**config.mk**
```make
export PLATFORM = sky130hd
export DESIGN_NAME = homing_pid_position_servo
export DESIGN_NICKNAME = d
export VERILOG_FILES = /design/src/hps_pkg.sv /design/src/hps_track.sv /design/src/hps_mult.sv /design/src/hps_resolve.sv /design/src/homing_pid_position_servo.sv
export SDC_FILE = /design/constraint.sdc
export NUM_CORES = 2
export LEC_CHECK = 0
export ABC_AREA = 1
export BUFFER_PORTS_ARGS = -buffer_cell sky130_fd_sc_hd__buf_4
export CAP_MARGIN = 25
export CORE_MARGIN = 8
export CORE_UTILIZATION = 65
export DETAILED_ROUTE_END_ITERATION = 8
export PLACE_DENSITY = 0.82
export SYNTH_ARGS = -nofsm -noshare
export SYNTH_HDL_FRONTEND = slang
export SYNTH_SLANG_ARGS = --single-unit
```
**constraint.sdc**
```tcl
create_clock -name clk -period 21.3 [get_ports clk]
set_clock_uncertainty 0.2 [all_clocks]
set_input_delay 2.13 -clock clk [delete_from_list [all_inputs] [get_ports clk]]
set_output_delay 2.13 -clock clk [all_outputs]
set_load 0.05 [all_outputs]
```
**src/hps_pkg.sv**
```systemverilog
`timescale 1ns / 1ps

package hps_pkg;

  localparam logic [6:0] DUTY_MAX = 7'd100;

  // reset values of the configuration registers
  localparam logic [15:0] RST_GAIN_P     = 16'd1280;
  localparam logic [15:0] RST_GAIN_I     = 16'd0;
  localparam logic [15:0] RST_GAIN_D     = 16'd0;
  localparam logic [6:0]  RST_STEPS      = 7'd43;
  localparam logic [14:0] RST_OFFSET     = 15'd10000;
  localparam logic [6:0]  RST_DEAD_BAND  = 7'd10;
  localparam logic [6:0]  RST_START_DUTY = 7'd50;
  localparam logic [6:0]  RST_RAMP_STEP  = 7'd2;

  localparam int CFG_IDX_W  = 3;
  localparam int CFG_DATA_W = 16;

  localparam int PROD_W   = 32;
  localparam int PROD_I_W = 48;
  localparam int ACC_W    = 49;

  // smallest |acc| whose magnitude saturates to the duty ceiling
  localparam int SAT_LIMIT = (int'(DUTY_MAX) + 1) * 256;

  typedef enum logic [CFG_IDX_W-1:0] {
    REG_GAIN_P     = 3'd0,
    REG_GAIN_I     = 3'd1,
    REG_GAIN_D     = 3'd2,
    REG_STEPS      = 3'd3,
    REG_OFFSET     = 3'd4,
    REG_DEAD_BAND  = 3'd5,
    REG_START_DUTY = 3'd6,
    REG_RAMP_STEP  = 3'd7
  } cfg_reg_t;

  typedef enum logic [2:0] {
    ACT_HOLD,
    ACT_SEEK,
    ACT_HOME,
    ACT_DRIVE,
    ACT_BRAKE
  } act_t;

  typedef struct packed {
    logic [15:0] gain_p;
    logic [15:0] gain_i;
    logic [15:0] gain_d;
    logic [6:0]  steps;
    logic [14:0] offset;
    logic [6:0]  dead_band;
    logic [6:0]  start_duty;
    logic [6:0]  ramp_step;
  } cfg_t;

  // tracking stage to multiplier stage
  typedef struct packed {
    act_t        act;
    logic [6:0]  seek_duty;
    logic        load;
    logic        homed;
    logic [15:0] perr;
    logic [15:0] err;
    logic [15:0] diff;
    logic [31:0] sum;
  } hps_a_t;

  // multiplier stage to output stage
  typedef struct packed {
    act_t                act;
    logic [6:0]          seek_duty;
    logic                load;
    logic                homed;
    logic [15:0]         perr;
    logic [PROD_W-1:0]   prod_p;
    logic [PROD_I_W-1:0] prod_i;
    logic [PROD_W-1:0]   prod_d;
  } hps_b_t;

  function automatic logic [6:0] clamp_duty(input logic [7:0] v);
    logic [6:0] r;
    if (v > {1'b0, DUTY_MAX}) begin
      r = DUTY_MAX;
    end else begin
      r = v[6:0];
    end
    return r;
  endfunction

endpackage

```
**src/hps_track.sv**
```systemverilog
`timescale 1ns / 1ps

module hps_track (
  input  logic          clk,
  input  logic          rst_n,
  input  logic          load_a,
  input  logic [15:0]   position,
  input  logic          limit_switch,
  input  logic          ramp_tick,
  input  logic          command_valid,
  input  logic [7:0]    command,
  input  hps_pkg::cfg_t cfg,
  input  logic          start_wr,
  input  logic [6:0]    start_val,
  output hps_pkg::hps_a_t a_q
);

  logic        homed_r, homed_nxt;
  logic [6:0]  ramp_duty_r, ramp_duty_nxt;
  logic [7:0]  target_byte_r, target_byte_nxt;
  logic        pending_r, pending_nxt;
  logic [15:0] prev_err_r, prev_err_nxt;
  logic [31:0] err_sum_r, err_sum_nxt;
  hps_pkg::hps_a_t a_r, a_nxt;

  logic [7:0]  tbyte_eff;
  logic        pend_eff;
  logic [14:0] scaled;
  logic [15:0] target;
  logic [15:0] err;
  logic [15:0] diff;
  logic [31:0] sum_new;
  logic signed [16:0] err_s, band_s;
  logic        drive, brake;
  logic [7:0]  ramp_sum;
  hps_pkg::act_t act;
  logic        load;

  assign tbyte_eff = command_valid ? command : target_byte_r;
  assign pend_eff  = command_valid | pending_r;
  assign scaled    = {7'b0, tbyte_eff} * {8'b0, cfg.steps};
  assign target    = {1'b0, scaled} + {1'b0, cfg.offset};
  assign err       = target - position;
  assign diff      = err - prev_err_r;
  assign sum_new   = err_sum_r + {{16{err[15]}}, err};
  assign err_s     = $signed({err[15], err});
  assign band_s    = $signed({10'b0, cfg.dead_band});
  assign drive     = (err_s > band_s) || (err_s < -band_s);
  assign brake     = (err_s < band_s) && (err_s > -band_s);
  assign ramp_sum  = {1'b0, ramp_duty_r} + {1'b0, cfg.ramp_step};

  always_comb begin
    homed_nxt       = homed_r;
    ramp_duty_nxt   = ramp_duty_r;
    target_byte_nxt = target_byte_r;
    pending_nxt     = pending_r;
    prev_err_nxt    = prev_err_r;
    err_sum_nxt     = err_sum_r;
    act             = hps_pkg::ACT_HOLD;
    load            = 1'b0;
    if (!homed_r) begin
      if (limit_switch) begin
        act = hps_pkg::ACT_SEEK;
        if (ramp_tick && (ramp_duty_r < hps_pkg::DUTY_MAX)) begin
          ramp_duty_nxt = hps_pkg::clamp_duty(ramp_sum);
        end
      end else begin
        // switch closed: coast, reload encoder, done homing
        act           = hps_pkg::ACT_HOME;
        homed_nxt     = 1'b1;
        load          = 1'b1;
        ramp_duty_nxt = 7'd0;
      end
    end else begin
      target_byte_nxt = tbyte_eff;
      pending_nxt     = pend_eff;
      if (pend_eff && (target != position)) begin
        err_sum_nxt  = sum_new;
        prev_err_nxt = err;
        if (drive) begin
          act = hps_pkg::ACT_DRIVE;
        end else if (brake) begin
          act         = hps_pkg::ACT_BRAKE;
          pending_nxt = 1'b0;
        end
      end
    end
  end

  always_comb begin
    a_nxt.act       = act;
    a_nxt.seek_duty = hps_pkg::clamp_duty({1'b0, ramp_duty_r});
    a_nxt.load      = load;
    a_nxt.homed     = homed_nxt;
    a_nxt.perr      = prev_err_nxt;
    a_nxt.err       = err;
    a_nxt.diff      = diff;
    a_nxt.sum       = sum_new;
  end

  always_ff @(posedge clk) begin
    if (!rst_n) begin
      homed_r       <= 1'b0;
      ramp_duty_r   <= hps_pkg::RST_START_DUTY;
      target_byte_r <= 8'd0;
      pending_r     <= 1'b0;
      prev_err_r    <= 16'd0;
      err_sum_r     <= 32'd0;
    end else begin
      if (load_a) begin
        homed_r       <= homed_nxt;
        target_byte_r <= target_byte_nxt;
        pending_r     <= pending_nxt;
        prev_err_r    <= prev_err_nxt;
        err_sum_r     <= err_sum_nxt;
      end
      if (start_wr && !homed_r) begin
        ramp_duty_r <= hps_pkg::clamp_duty({1'b0, start_val});
      end else if (load_a) begin
        ramp_duty_r <= ramp_duty_nxt;
      end
    end
  end

  always_ff @(posedge clk) begin
    if (load_a) begin
      a_r <= a_nxt;
    end
  end

  assign a_q = a_r;

endmodule

```
**src/hps_mult.sv**
```systemverilog
`timescale 1ns / 1ps

module hps_mult (
  input  logic            clk,
  input  logic            load_b,
  input  hps_pkg::hps_a_t a_q,
  input  logic [15:0]     gain_p,
  input  logic [15:0]     gain_i,
  input  logic [15:0]     gain_d,
  output hps_pkg::hps_b_t b_q
);

  logic signed [hps_pkg::PROD_W-1:0]   p_prod;
  logic signed [hps_pkg::PROD_I_W-1:0] i_prod;
  logic signed [hps_pkg::PROD_W-1:0]   d_prod;
  hps_pkg::hps_b_t b_r, b_nxt;

  assign p_prod = $signed(gain_p) * $signed(a_q.err);
  assign i_prod = $signed(gain_i) * $signed(a_q.sum);
  assign d_prod = $signed(gain_d) * $signed(a_q.diff);

  always_comb begin
    b_nxt.act       = a_q.act;
    b_nxt.seek_duty = a_q.seek_duty;
    b_nxt.load      = a_q.load;
    b_nxt.homed     = a_q.homed;
    b_nxt.perr      = a_q.perr;
    b_nxt.prod_p    = p_prod;
    b_nxt.prod_i    = i_prod;
    b_nxt.prod_d    = d_prod;
  end

  always_ff @(posedge clk) begin
    if (load_b) begin
      b_r <= b_nxt;
    end
  end

  assign b_q = b_r;

endmodule

```
**src/hps_resolve.sv**
```systemverilog
`timescale 1ns / 1ps

module hps_resolve (
  input  logic            clk,
  input  logic            rst_n,
  input  logic            load_out,
  input  hps_pkg::hps_b_t b_q,
  output logic [6:0]      duty,
  output logic            drive_a,
  output logic            drive_b,
  output logic            load_position,
  output logic            is_homed,
  output logic [15:0]     position_error
);

  localparam int AccW = hps_pkg::ACC_W;
  localparam int PW   = hps_pkg::PROD_W;
  localparam int IW   = hps_pkg::PROD_I_W;
  localparam logic signed [AccW-1:0] SatPos = AccW'(hps_pkg::SAT_LIMIT);
  localparam logic signed [AccW-1:0] SatNeg = -SatPos;

  logic signed [AccW-1:0] acc;
  logic        neg, fwd, sat;
  logic [15:0] neg_lo;
  logic [6:0]  mag;

  logic [6:0]  duty_r, duty_nxt;
  logic        bridge_a_r, bridge_a_nxt;
  logic        bridge_b_r, bridge_b_nxt;
  logic        load_r;
  logic        homed_r;
  logic [15:0] perr_r;

  assign acc = $signed({{(AccW-PW){b_q.prod_p[PW-1]}}, b_q.prod_p})
             + $signed({{(AccW-IW){b_q.prod_i[IW-1]}}, b_q.prod_i})
             + $signed({{(AccW-PW){b_q.prod_d[PW-1]}}, b_q.prod_d});

  assign neg    = acc[AccW-1];
  assign fwd    = !neg && (acc != '0);
  assign sat    = neg ? (acc <= SatNeg) : (acc >= SatPos);
  // below saturation |acc| fits in 15 bits
  assign neg_lo = 16'd0 - acc[15:0];
  assign mag    = sat ? hps_pkg::DUTY_MAX : (neg ? neg_lo[14:8] : acc[14:8]);

  always_comb begin
    duty_nxt     = duty_r;
    bridge_a_nxt = bridge_a_r;
    bridge_b_nxt = bridge_b_r;
    case (b_q.act)
      hps_pkg::ACT_SEEK: begin
        duty_nxt = b_q.seek_duty;
      end
      hps_pkg::ACT_HOME: begin
        bridge_a_nxt = 1'b0;
        bridge_b_nxt = 1'b0;
      end
      hps_pkg::ACT_DRIVE: begin
        bridge_a_nxt = fwd;
        bridge_b_nxt = !fwd;
        duty_nxt     = mag;
      end
      hps_pkg::ACT_BRAKE: begin
        bridge_a_nxt = 1'b1;
        bridge_b_nxt = 1'b1;
      end
      default: begin
      end
    endcase
  end

  always_ff @(posedge clk) begin
    if (!rst_n) begin
      duty_r     <= 7'd0;
      bridge_a_r <= 1'b0;
      bridge_b_r <= 1'b1;
    end else if (load_out) begin
      duty_r     <= duty_nxt;
      bridge_a_r <= bridge_a_nxt;
      bridge_b_r <= bridge_b_nxt;
    end
  end

  always_ff @(posedge clk) begin
    if (load_out) begin
      load_r  <= b_q.load;
      homed_r <= b_q.homed;
      perr_r  <= b_q.perr;
    end
  end

  assign duty           = duty_r;
  assign drive_a        = bridge_a_r;
  assign drive_b        = bridge_b_r;
  assign load_position  = load_r;
  assign is_homed       = homed_r;
  assign position_error = perr_r;

endmodule

```
**src/homing_pid_position_servo.sv**
```systemverilog
`timescale 1ns / 1ps

// channel   ports                                   direction
// ------    --------------------------------------  ---------
// in        in_valid, in_stall, in_position,        in (stall out)
//           in_limit_switch, in_ramp_tick,
//           in_command_valid, in_command
// out       out_valid, out_stall, out_duty,         out (stall in)
//           out_drive_a, out_drive_b,
//           out_load_position, out_is_homed,
//           out_position_error
// cfg       cfg_we, cfg_index, cfg_wdata            in
//
// four register stages: input, error tracking, gain multipliers, output.
// one item per cycle sustained while out_stall is low.
// rst_n is synchronous; clears the pipeline and servo state, presets the registers.
// in_stall rises only when every stage holds an item and the output is stalled.

module homing_pid_position_servo (
  input  logic                           clk,
  input  logic                           rst_n,
  input  logic                           in_valid,
  output logic                           in_stall,
  input  logic [15:0]                    in_position,
  input  logic                           in_limit_switch,
  input  logic                           in_ramp_tick,
  input  logic                           in_command_valid,
  input  logic [7:0]                     in_command,
  output logic                           out_valid,
  input  logic                           out_stall,
  output logic [6:0]                     out_duty,
  output logic                           out_drive_a,
  output logic                           out_drive_b,
  output logic                           out_load_position,
  output logic                           out_is_homed,
  output logic signed [15:0]             out_position_error,
  input  logic                           cfg_we,
  input  logic [hps_pkg::CFG_IDX_W-1:0]  cfg_index,
  input  logic [hps_pkg::CFG_DATA_W-1:0] cfg_wdata
);

  hps_pkg::cfg_t cfg_r;

  logic        in_v_r, a_v_r, b_v_r, out_v_r;
  logic [15:0] pos_r;
  logic        lim_r, tick_r, cmd_v_r;
  logic [7:0]  cmd_r;

  logic in_acc, load_a, load_b, load_out;
  logic free_in, free_a, free_b;
  logic start_wr;

  hps_pkg::hps_a_t a_q;
  hps_pkg::hps_b_t b_q;
  logic [15:0]     perr;

  // ready chain from the output back to the input
  assign load_out = b_v_r && (!out_v_r || !out_stall);
  assign free_b   = !b_v_r || load_out;
  assign load_b   = a_v_r && free_b;
  assign free_a   = !a_v_r || load_b;
  assign load_a   = in_v_r && free_a;
  assign free_in  = !in_v_r || load_a;
  assign in_stall = !free_in;
  assign in_acc   = in_valid && free_in;

  always_ff @(posedge clk) begin
    if (!rst_n) begin
      in_v_r  <= 1'b0;
      a_v_r   <= 1'b0;
      b_v_r   <= 1'b0;
      out_v_r <= 1'b0;
    end else begin
      if (in_acc) begin
        in_v_r <= 1'b1;
      end else if (load_a) begin
        in_v_r <= 1'b0;
      end
      if (load_a) begin
        a_v_r <= 1'b1;
      end else if (load_b) begin
        a_v_r <= 1'b0;
      end
      if (load_b) begin
        b_v_r <= 1'b1;
      end else if (load_out) begin
        b_v_r <= 1'b0;
      end
      if (load_out) begin
        out_v_r <= 1'b1;
      end else if (!out_stall) begin
        out_v_r <= 1'b0;
      end
    end
  end

  always_ff @(posedge clk) begin
    if (in_acc) begin
      pos_r   <= in_position;
      lim_r   <= in_limit_switch;
      tick_r  <= in_ramp_tick;
      cmd_v_r <= in_command_valid;
      cmd_r   <= in_command;
    end
  end

  always_ff @(posedge clk) begin
    if (!rst_n) begin
      cfg_r.gain_p     <= hps_pkg::RST_GAIN_P;
      cfg_r.gain_i     <= hps_pkg::RST_GAIN_I;
      cfg_r.gain_d     <= hps_pkg::RST_GAIN_D;
      cfg_r.steps      <= hps_pkg::RST_STEPS;
      cfg_r.offset     <= hps_pkg::RST_OFFSET;
      cfg_r.dead_band  <= hps_pkg::RST_DEAD_BAND;
      cfg_r.start_duty <= hps_pkg::RST_START_DUTY;
      cfg_r.ramp_step  <= hps_pkg::RST_RAMP_STEP;
    end else if (cfg_we) begin
      case (cfg_index)
        hps_pkg::REG_GAIN_P:     cfg_r.gain_p     <= cfg_wdata;
        hps_pkg::REG_GAIN_I:     cfg_r.gain_i     <= cfg_wdata;
        hps_pkg::REG_GAIN_D:     cfg_r.gain_d     <= cfg_wdata;
        hps_pkg::REG_STEPS:      cfg_r.steps      <= cfg_wdata[6:0];
        hps_pkg::REG_OFFSET:     cfg_r.offset     <= cfg_wdata[14:0];
        hps_pkg::REG_DEAD_BAND:  cfg_r.dead_band  <= cfg_wdata[6:0];
        hps_pkg::REG_START_DUTY: cfg_r.start_duty <= cfg_wdata[6:0];
        hps_pkg::REG_RAMP_STEP:  cfg_r.ramp_step  <= cfg_wdata[6:0];
        default: begin
        end
      endcase
    end
  end

  // start duty write also reloads the homing ramp while not yet homed
  assign start_wr = cfg_we && (cfg_index == hps_pkg::REG_START_DUTY);

  hps_track u_track (
    .clk           (clk),
    .rst_n         (rst_n),
    .load_a        (load_a),
    .position      (pos_r),
    .limit_switch  (lim_r),
    .ramp_tick     (tick_r),
    .command_valid (cmd_v_r),
    .command       (cmd_r),
    .cfg           (cfg_r),
    .start_wr      (start_wr),
    .start_val     (cfg_wdata[6:0]),
    .a_q           (a_q)
  );

  hps_mult u_mult (
    .clk    (clk),
    .load_b (load_b),
    .a_q    (a_q),
    .gain_p (cfg_r.gain_p),
    .gain_i (cfg_r.gain_i),
    .gain_d (cfg_r.gain_d),
    .b_q    (b_q)
  );

  hps_resolve u_resolve (
    .clk            (clk),
    .rst_n          (rst_n),
    .load_out       (load_out),
    .b_q            (b_q),
    .duty           (out_duty),
    .drive_a        (out_drive_a),
    .drive_b        (out_drive_b),
    .load_position  (out_load_position),
    .is_homed       (out_is_homed),
    .position_error (perr)
  );

  assign out_position_error = $signed(perr);
  assign out_valid          = out_v_r;

endmodule
```
# After elaboration in Yosys (flattened, before gate mapping)
# Cells that the tools add are included.
# word_totals
regBits	439
inputBits	51
out_inout_bits	29
# op_classes
addsub	9
n_mul	4
order_cmp	10
n_eq_ne	15
n_mux	34
bitwise	1
reduce_logical	44
# ops
cell	n
$mul A16 B16 Y32	2
$mux W7	9
$add A32 B48 Y49	1
$add A49 B32 Y49	1
$ge A49 B16 Y1 const B	1
$le A49 B16 Y1 const B	1
$reduce_bool A49 Y1	1
$mul A16 B32 Y48	1
$add A32 B32 Y32	1
$mux W16	2
$sub A16 B16 Y16	2
$reduce_and A2 Y1	10
$gt A16 B17 Y1	1
$lt A16 B17 Y1	1
$neg A7 Y17	1
$add A15 B15 Y16	1
$gt A16 B8 Y1	1
$lt A16 B8 Y1	1
$ne A16 B16 Y1	1
$eq A3 B3 Y1 const B	5
$mul A8 B7 Y15	1
$sub A1 B15 Y15 const A	1
$gt A7 B7 Y1 const B	2
$mux W1	14
other kinds (21)	55

# Longest topological paths before layout
# logic_depth
word_depth	10
ltp_mapped	52
depth_no_buf	50

# Cells and area by module
# A second synthesis with hierarchy kept.
# unflattened
cells_unflattened	8915
hier_area_um2	68419.4
# modules_own_cells
mod	instances	cells_per_inst	area_per_inst_um2
hps_mult	1	5678	45083.2
hps_track	1	1457	11913.9
hps_resolve	1	1241	7023.0
homing_pid_position_servo	1	539	4399.2

# Worst setup path after synthesis
# No wires, ideal clock.
# synth_path
path_type	reg2reg
start	reg cmd_v_r
end	reg u_track.a_r (netlist bit u_track.a_q[30]), data pin
setup_time_ns	0.253
arrival_time_ns	7.507
required_ns	20.847
slack_ns	13.340
path_stages_with_launch	48
cell_sequence	edfxtp_1 -> clkbuf_1 -> clkbuf_1 -> nand2_1 -> o21ai_0 -> nor2_1 -> fa_1 -> inv_1 -> fa_1 -> inv_1 -> fa_1 -> inv_1 -> fa_1 -> inv_1 -> ha_1 -> a21oi_1 -> o21bai_1 -> a21oi_1 -> [... 12 more ...] -> inv_1 -> nand2_2 -> nand2_2 -> buf_6 -> ha_1 -> nand2_1 -> nor4_1 -> nand4_1 -> nand3_1 -> nand2_1 -> o211ai_1 -> nand4_1 -> nand2_1 -> nand2_1 -> nand2_1 -> nand2_1 -> nand3_1 -> nand2_1
# synth_rtl
element	line	text
start, declared	homing_pid_position_servo.sv:46	logic lim_r, tick_r, cmd_v_r;
start signal, assigned	homing_pid_position_servo.sv:102	cmd_v_r <= in_command_valid;
end signal, assigned	hps_track.sv:127	a_r <= a_nxt;
end, declared	hps_track.sv:24	hps_pkg::hps_a_t a_r, a_nxt;

# Final worst setup path
# layout_path
start	reg cmd_v_r
end	reg u_track.err_sum_r[30]
# layout_between
elab_chain_cells	6
elab_cells_between_ends	9
# layout_lines
element	line	text
parallel branches: the longest is 6 deep, another holds $add A32 B32 Y32	-	
end signal, assigned	hps_track.sv:115	err_sum_r <= err_sum_nxt;
end, declared	hps_track.sv:23	logic [31:0] err_sum_r, err_sum_nxt;
# Several ways; the timed one is not identified.
# A chain may end at the register's enable or synchronous reset.

==> impl_metrics.json <==
{
  "synth_area_per_cell_um2": 8.31,
  "post-route-period-util_pct": 46.1,
  "grt_pass1_vias": 52900,
  "ys_seq_elements": 439,
  "synth_edf_count": 277,
  "seq_area_frac_synth_pct": 18.2,
  "reg2reg_to": "u_track.err_sum_r[30]$_SDFFE_PN0P_",
  "synth_cell_types": 58,
  "grt-ovfl-total": 0,
  "stdcell_count": 8868,
  "yosysWarningCount": 0,
  "via_count": 49900,
  "synth.top_cell.area_share_pct": 34.8,
  "die_h_um": 329,
  "rsz0062_at_grt": "false",
  "clk_latency_ns": 0.66,
  "outcome": "complete, no violations",
  "dr.pass1.iters": 7,
  "grt_max_degree": 89,
  "setup_ws_ns": 11.49,
  "use_met2_pct": 54.4,
  "syn_inst": 7658,
  "wl_um": 175000,
  "worstRegToRegCells": 47,
  "cts-resized-gates": 0,
  "power_density_nw_per_um2": 154,
  "p_leak_nw": 33.3,
  "whs_endpoint": "u_mult.b_q[134]$_DFFE_PP_",
  "hold_viol_final": 0,
  "slew_headroom_pct": 29.1,
  "final_nets": 9143,
  "yosysTopAreaCell": "fa_1",
  "synth_ff_type": "edfxtp_1",
  "clock_power_share_pct": 8.6,
  "numCtsBuffers": 48,
  "synth_common_cells": "1902 x inv_1, 1740 x nand2_1, 1106 x fa_1",
  "hp-start": "u_track.a_q[86]$_SDFFCE_PN0P_",
  "busiest_layer": "met2",
  "die_x_um": 329,
  "maxSlewViolCount": 0,
  "arrival_ns": 10.18,
  "cts.hold.buffers_added": 0,
  "syn_to_final_growth_pct": 5.03,
  "post-route-cell-area_um2": 66800,
  "worstSetupPathType": "reg -> reg",
  "ant_nets": 0,
  "whs_ns": 0.214,
  "coreArea_um2": 96900,
  "switching_share_pct": 57.1,
  "avgRoutedWirePerCell_um": 19.7,
  "cts_tree": "done",
  "use_met1_pct": 40.9,
  "drc": 0,
  "seqPwrFrac_pct": 16.3,
  "power_mw": 10.3,
  "slowest_stage": "o21ai_0",
  "hp-class": "reg -> reg",
  "p_comb_share_pct": 75.1,
  "maxCapViolCount": 0,
  "fillCellCount": 7552,
  "placed_area_um2": 65000,
  "final_util_pct": 69.0,
  "cts_setup_buffers": 0,
  "place_ws_ns": 11.65,
  "setup_tns_ns": 0,
  "dp_hpwl_um": 140000,
  "async_flop_share_pct": 0,
  "synth_nets": 9258,
  "clockBufferDepth": 3,
  "drtIter0Drc": 4416,
  "routabilityCongestion": 0.973,
  "cpPeakStageDelay_ns": 0.94,
  "cpMostUsedCell": "nand2_1",
  "grt_antenna_before_repair": 12,
  "synth.most_common_cell": "inv_1",
  "cts_root_buffer": "clkbuf_16",
  "initial_core_util_pct": 65.7,
  "synth_top_cells_by_area": "fa_1 35%, edfxtp_1 13%, inv_1 11%",
  "io_buffers": 79,
  "ios": 80,
  "cts.sinks": 439,
  "critPathLaunchType": "register",
  "gr-usage-met3_pct": 7.53,
  "crit_fanout": 23,
  "worst_pin_slew_ns": 1.05,
  "setup_viol": 0,
  "grt_use_total_pct": 32.9,
  "ir_drop_uv": 191,
  "whs_path_depth": 0,
  "p_int_mw": 4.42,
  "drive_gt1_share_pct": 4.50,
  "clk_pin_slew_worst_paths_ns": 0.06,
  "fmax_mhz": 102,
  "end_kind": "register",
  "htreeDepth": 2,
  "row_count": 114,
  "crit_required_ns": 21.66,
  "viasPerCell": 5.63,
  "reg2reg_slack_ns": 11.49,
  "regArea_um2": 11600,
  "floorplan.die_area_um2": 108000,
  "reg2reg_from": "cmd_v_r$_DFFE_PP_",
  "grt_pass1_wl_um": 279000,
  "multi_input_area_um2": 43800,
  "syn_area_um2": 63600,
  "power_switching_mw": 5.89,
  "place_inst": 8766,
  "fin_crit_ns": 9.81
}
[critical path: cells and delay by family (launching register included)]
kind,cells,cell delay [ns]
AO/OA/AOI/OAI,9,2.15
flip-flops,1,0.68
buffers and inverters,6,0.57
adder cells (fa/ha/maj),7,2.82
XOR/XNOR,1,0.13
AND/OR/NAND/NOR,24,3.15
[cell type report]
class | instances | share of cell area (%)
multi-input combinational | 5021 | 65.6
sequential | 439 | 17.3
inverter | 1919 | 10.8
tap | 1276 | 2.39
clock buffer | 64 | 1.99
timing repair buffer | 114 | 1.40
clock inverter | 26 | 0.513
antenna | 9 | 0.0337
[layout by cell type (no fill, tap or decap), types with 6 or more instances in the layout]
master,n
nand3_2,10
dfxtp_1,154
a21o_1,8
clkbuf_1,10
inv_1,1900
nor4_1,6
inv_2,15
nand3_1,145
o21bai_1,21
nor2_1,486
or2_2,58
fa_1,1106
xor2_1,127
nand3b_1,15
o21ai_1,27
a21oi_2,10
edfxtp_1,277
o21ai_0,229
o211ai_1,19
nand2_2,22
a21oi_1,293
nand4_1,42
o21a_1,13
a31oi_1,28
buf_4,110
ha_1,443
nand2_1,1740
nor3_1,14
clkbuf_16,49
clkinv_1,6
diode_2,9
clkinv_2,8
dfxtp_2,8
a211oi_1,7
nor2_2,14
xnor2_1,94
[flip-flops by register name, indices dropped and copies added (netlist names), 7 cells and up]
signal                    cells
u_resolve.duty                7
u_track.ramp_duty_r           7
cmd_r                         8
u_track.prev_err_r           16
u_track.target_byte_r         8
u_track.a_q                  92
cfg_r                        84
u_track.err_sum_r            32
pos_r                        16
u_resolve.position_error     16
u_mult.b_q                  140
[power by group through the flow]
stage | combinational [mW] | clock (mW) | sequential (mW)
2_1_floorplan | 5.32 | 0 | 1.38
3_3_place_gp | 7.34 | 0 | 1.68
3_5_place_dp | 7.49 | 0 | 1.68
4_1_cts | 7.56 | 0.896 | 1.67
5_1_grt | 8.50 | 0.926 | 1.69
6_report | 7.75 | 0.886 | 1.68
[how the worst max path moves through the flow]
stage / endpoint / start / cells past startpoint / slack (ns)
2_1_floorplan: u_track.a_q[30]$_DFFE_PP_ / cmd_v_r$_DFFE_PP_ / 47 / 13.34
3_3_place_gp: u_track.err_sum_r[31]$_SDFFE_PN0P_ / cmd_v_r$_DFFE_PP_ / 45 / 11.67
3_5_place_dp: u_track.err_sum_r[30]$_SDFFE_PN0P_ / cmd_v_r$_DFFE_PP_ / 45 / 11.65
4_1_cts: u_track.err_sum_r[30]$_SDFFE_PN0P_ / cmd_v_r$_DFFE_PP_ / 45 / 11.60
5_1_grt: u_track.err_sum_r[30]$_SDFFE_PN0P_ / cmd_v_r$_DFFE_PP_ / 47 / 10.81
6_report: u_track.err_sum_r[30]$_SDFFE_PN0P_ / cmd_v_r$_DFFE_PP_ / 47 / 11.49
[per-layer routing]
| metal | vias up | wire length [µm] |
|---|---|---|
| met5 | - | 47 |
| met4 | 8 | 10600 |
| met3 | 617 | 16900 |
| met2 | 2411 | 81800 |
| met1 | 24300 | 65400 |
| li1 | 22500 | - |
[cells by family after synthesis]
| family | Yosys count | share of synthesized area (%) |
|---|---|---|
| compound gates | 685 | 5.94 |
| xor+xnor | 222 | 3.07 |
| fa+ha+maj | 1549 | 43.5 |
| buf+inv | 2198 | 13.0 |
| flops | 439 | 18.2 |
| simple gates | 2565 | 16.3 |
No activity file was read; power rests on OpenSTA's default activity.
